File: src/design/lrsa_pkg.sv
`timescale 1ns / 1ps
// shared types, codes and sizes for the label region statistics accumulator
package lrsa_pkg;

    // default sizes of the statistics store
    localparam int LABELS_DEF     = 255;
    localparam int VALUE_BITS_DEF = 32;
    localparam int COUNT_BITS_DEF = 24;

    // fixed payload widths
    localparam int OP_W     = 2;
    localparam int LABEL_W  = 8;
    localparam int VALUE_W  = 32;
    localparam int OCOUNT_W = 24;
    localparam int SUM_W    = 56;

    // command queue depth, a power of two
    localparam int CMDQ_DEPTH = 2;

    // operation codes
    localparam logic [OP_W-1:0] OP_ACC   = 2'd0;
    localparam logic [OP_W-1:0] OP_READ  = 2'd1;
    localparam logic [OP_W-1:0] OP_CLEAR = 2'd2;

    // saturation limits of the sum
    localparam logic [SUM_W-1:0] SUM_MAX = {1'b0, {(SUM_W-1){1'b1}}};
    localparam logic [SUM_W-1:0] SUM_MIN = {1'b1, {(SUM_W-1){1'b0}}};

    // command kinds after classification
    typedef enum logic [1:0] {
        K_ACC,
        K_READ,
        K_CLEAR
    } t_kind;

    // back end sequencer states
    typedef enum logic [1:0] {
        B_IDLE,
        B_READ,
        B_EXEC
    } t_back_state;

    // input transaction
    typedef struct packed {
        logic [OP_W-1:0]    op;
        logic [LABEL_W-1:0] label;
        logic [VALUE_W-1:0] value;
    } t_item;

    // result transaction
    typedef struct packed {
        logic [OCOUNT_W-1:0] voxel_count;
        logic [SUM_W-1:0]    value_sum;
        logic [VALUE_W-1:0]  minimum;
        logic [VALUE_W-1:0]  maximum;
        logic                empty_res;
        logic [LABEL_W-1:0]  highest_label;
    } t_result;

    // classified command handed from front to back
    typedef struct packed {
        t_kind              kind;
        logic               in_range;
        logic [LABEL_W-1:0] label;
        logic [VALUE_W-1:0] value;
    } t_cmd;

endpackage

File: src/design/lrsa_front.sv
`timescale 1ns / 1ps
// front end: accepts items, classifies them and queues commands for the back end
module lrsa_front #(
    parameter int LABELS     = lrsa_pkg::LABELS_DEF,
    parameter int VALUE_BITS = lrsa_pkg::VALUE_BITS_DEF
) (
    input  logic            i_clk,
    input  logic            i_rst_n,
    input  logic            push,
    output logic            full,
    input  lrsa_pkg::t_item i_item,
    output logic            o_cmd_valid,
    output lrsa_pkg::t_cmd  o_cmd,
    input  logic            i_cmd_take
);

    localparam int DEPTH = lrsa_pkg::CMDQ_DEPTH;
    localparam int PTR_W = (DEPTH > 1) ? $clog2(DEPTH) : 1;
    localparam int CNT_W = $clog2(DEPTH + 1);

    lrsa_pkg::t_cmd r_queue [DEPTH];
    logic [PTR_W-1:0] r_wr_ptr, r_rd_ptr;
    logic [CNT_W-1:0] r_count, n_count;

    lrsa_pkg::t_cmd w_cmd;
    logic           w_keep;
    logic           w_enq, w_deq;

    // classify: drop unused codes and accumulates that change nothing
    always_comb begin
        w_cmd.label    = i_item.label;
        w_cmd.value    = lrsa_pkg::VALUE_W'($signed(i_item.value[VALUE_BITS-1:0]));
        w_cmd.in_range = (i_item.label != '0) &&
                         ({1'b0, i_item.label} <= (lrsa_pkg::LABEL_W+1)'(LABELS));
        w_cmd.kind     = lrsa_pkg::K_ACC;
        w_keep         = 1'b0;
        case (i_item.op)
            lrsa_pkg::OP_ACC: begin
                w_cmd.kind = lrsa_pkg::K_ACC;
                w_keep     = w_cmd.in_range;
            end
            lrsa_pkg::OP_READ: begin
                w_cmd.kind = lrsa_pkg::K_READ;
                w_keep     = 1'b1;
            end
            lrsa_pkg::OP_CLEAR: begin
                w_cmd.kind = lrsa_pkg::K_CLEAR;
                w_keep     = 1'b1;
            end
            default: begin
                w_keep = 1'b0;
            end
        endcase
    end

    // queue handshake
    assign full        = (r_count == CNT_W'(DEPTH));
    assign o_cmd_valid = (r_count != '0);
    assign o_cmd       = r_queue[r_rd_ptr];
    assign w_enq       = push && !full && w_keep;
    assign w_deq       = i_cmd_take && o_cmd_valid;

    always_comb begin
        n_count = r_count;
        if (w_enq && !w_deq) begin
            n_count = r_count + 1'b1;
        end else if (!w_enq && w_deq) begin
            n_count = r_count - 1'b1;
        end
    end

    // queue pointers and fill count
    always_ff @(posedge i_clk) begin
        if (!i_rst_n) begin
            r_wr_ptr <= '0;
            r_rd_ptr <= '0;
            r_count  <= '0;
        end else begin
            r_count <= n_count;
            if (w_enq) begin
                r_wr_ptr <= r_wr_ptr + 1'b1;
            end
            if (w_deq) begin
                r_rd_ptr <= r_rd_ptr + 1'b1;
            end
        end
    end

    // queue storage
    always_ff @(posedge i_clk) begin
        if (w_enq) begin
            r_queue[r_wr_ptr] <= w_cmd;
        end
    end

endmodule

File: config.mk
export PLATFORM = sky130hd
export DESIGN_NAME = lrsa_front
export DESIGN_NICKNAME = d
export VERILOG_FILES = /design/src/design/lrsa_pkg.sv /design/src/design/lrsa_front.sv
export SDC_FILE = /design/constraint.sdc
export NUM_CORES = 1
export LEC_CHECK = 0
export ABC_AREA = 1
export BUFFER_PORTS_ARGS = -buffer_cell sky130_fd_sc_hd__buf_2
export CORE_AREA = 2 2 105 107
export CTS_BUF_LIST = sky130_fd_sc_hd__clkbuf_8
export DETAILED_ROUTE_END_ITERATION = 16
export DIE_AREA = 0 0 107 109
export PLACE_DENSITY_LB_ADDON = 0.25
export SLEW_MARGIN = 40
export SYNTH_ARGS = -nofsm -noshare
export SYNTH_HDL_FRONTEND = slang
export SYNTH_SLANG_ARGS = --single-unit
export TNS_END_PERCENT = 5
File: constraint.sdc
create_clock -name i_clk -period 3.3 [get_ports i_clk]
set_clock_uncertainty 0.2 [all_clocks]
set_input_delay 0.165 -clock i_clk [delete_from_list [all_inputs] [get_ports i_clk]]
set_output_delay 0.165 -clock i_clk [all_outputs]
set_load 0.005 [all_outputs]
==> reports/results.ini <==
[outcome]
status=finished, final reports clean

[hold_path]
whs_endpoint=r_wr_ptr
hold_start=push
worst_hold_path_type=primary input to flop
hold_depth=4

[logic_synthesis]
synthTopCellsByArea=edfxtp_1 72%, mux2_4 17%, dfxtp_1 2.8%, ha_1 1.7%, buf_6 1.3%
ys_types=17
ys_warn_count=0
synth-seq-cells=91
seq_area_frac_synth_pct=74.5
syn-instance-count=180
syn-num-nets=231
yosys.area.top_type=edfxtp_1
synth_top_cell_area_share_pct=71.8
synth_area_um2=3600
avgSynthCellArea_um2=20.0

[clocking]
cts_sinks=91
post-cts-setup-buffer-count=0
cts_resized=0
cts_hold_buf=44
cts_tree=built
numCtsBuffers=9
clockBufferDepth=2
clk_latency_ns=0.35
clk_pin_slew_ns=0.08
root_buffer=clkbuf_8
h-tree-depth=3

[pwr]
pwr-share-clk_pct=23.4
ir_drop_mv=0.279
leakagePower_nw=1.91
switching_share_pct=24.6
power_density_nw_per_um2=539
finalPower_mw=2.60
p_sw_mw=0.638
p_seq_share_pct=54.6
combinationalPowerShare_pct=22.0
internal_power_mw=1.96

[critical_path]
cp-start-kind=primary input
r2r_start=r_count[1]
crit_arrival_ns=2.07
path_max_fanout=43
crit_type=primary input to flop
end_kind=flop
r2r_end=r_queue[0][20]
r2r_cells=6
required_ns=3.09
reg2reg_slack_ns=1.28

[timing]
final-max-slew-violation-count=0
rsz0062_at_grt=false
finalSetupViolCount=0
relSlewSlack_pct=59.8
period_needed_ns=2.28
worstMarginPinSlew_ns=0.602
fmax_ghz=0.438
fin_tns_setup_ns=0
hold_violations=0
period_share_pct=69.2
layout_setup_ws_ns=1.02

[finish]
seq_area_um2=2690
fin_area_um2=4820
multi_input_area_um2=841
nNetsFinal=375
drive_gt1_share_pct=46.8
final_cell_mix=90 x buf_2, 86 x edfxtp_1, 44 x dlygate4sd3_1
diodes=0
layout_commonest_cell=buf_2
syn_to_final_growth_pct=33.9
fillers=967
finish.utilization_pct=45.4

[placement]
dp_slack_ns=1.20
place_congestion=0.675
place_area_um2=4210
dpl.hpwl_um=3900
port_buffers=90

[grt]
grt_pass1_vias=2036
grt_first_pass_wirelength_um=9650
grtUsageTotal_pct=11.2
antenna_found_initial=0
overflow=0
grt_max_degree=44

[drt]
wire_per_inst_um=13.1
routed_wl_um=6160
postRouteAntennaNets=0
drt-initial-drc-count=50
drt_pass1_iterations=4
via_per_inst=4.29
drcViolationCount=0
vias=2013

[die]
dieArea_um2=11700
row_count=38
start_util_pct=33.9
ios=91
die_h_um=109
fp.dieW_um=107
core_um2=10600

[flow_run]
maxCapViolCount=0

[synthesized netlist by cell type]
cell type and instances:
edfxtp_1 86, mux2_4 40, inv_1 7, nand2_1 7
nor2_1 7, a21oi_1 6, dfxtp_1 5, ha_1 5
buf_6 4, o21ai_0 4, mux2_2 3, buf_4 1
inv_2 1, nand3_2 1, nand4_1 1, nor3b_2 1
o21ai_1 1
[critical path, stage by stage]
cell and delay, ns:
dlygate4sd3_1 0.53, buf_2 0.14, ha_1 0.20, nor3b_2 0.27, nand2_1 0.16, nor2_4 0.09, buf_4 0.51
[layout make-up]
cell class | count | area share (%)
Sequential cell | 91 | 55.8
Timing Repair Buffer | 138 | 19.4
Multi-Input combinational cell | 76 | 17.5
Tap cell | 140 | 3.64
Clock buffer | 9 | 2.57
Inverter | 8 | 0.623
Clock inverter | 7 | 0.597
[routing by layer]
| metal | wire length [um] | track usage, % |
|---|---|---|
| met2 | 2920 | 17.7 |
| met1 | 2680 | 13.4 |
| met5 | 0 | 0 |
| met3 | 422 | 3.59 |
| met4 | 138 | 7.24 |
[state kept, by name (all words and copies together) (netlist names), named ones only]
register,cells
r_queue,86
r_count,2
r_rd_ptr,1
r_wr_ptr,1
[metrics by stage]
| step | hold WS (ns) | instances |
|---|---|---|
| after detailed placement | 0.156 | 408 |
| after global routing | 0.136 | 469 |
| after global placement | 0.156 | 408 |
| after floorplan | 0.0639 | 180 |
| after CTS | 0.0660 | 468 |
| final | 0.0971 | 469 |
[power by group through the flow]
stage	registers, mW	logic (mW)	clock network (mW)
after CTS	1.46	0.538	0.639
after floorplan	1.41	0.382	0
final	1.42	0.570	0.608
after global placement	1.48	0.492	0
after detailed placement	1.49	0.495	0
after global routing	1.43	0.627	0.686
[worst max-delay path by stage]
stage | depth (start not counted) | start | to | slack (ns)
finish | 7 | i_item[40] | r_queue[0][20] | 1.02
global route | 13 | i_item[36] | r_count[1] | 0.91
CTS | 2 | flop | o_cmd[30] | 1.03
detailed placement | 6 | i_item[40] | r_queue[0][20] | 1.20
global placement | 6 | i_item[40] | r_queue[0][26] | 1.22
floorplan | 5 | r_count[1] | r_queue[0][0] | 0.11
[logic make-up after synthesis]
group                    after synthesis  synth area share (%)
AO/OA/AOI/OAI                         11                  1.53
adder cells (fa/ha/maj)                5                  1.74
buffers and inverters                 13                  2.29
multiplexers                          43                  17.6
flip-flops                            91                  74.5
AND/OR/NAND/NOR                       17                  2.26
No activity file was read; power rests on OpenSTA's default activity.
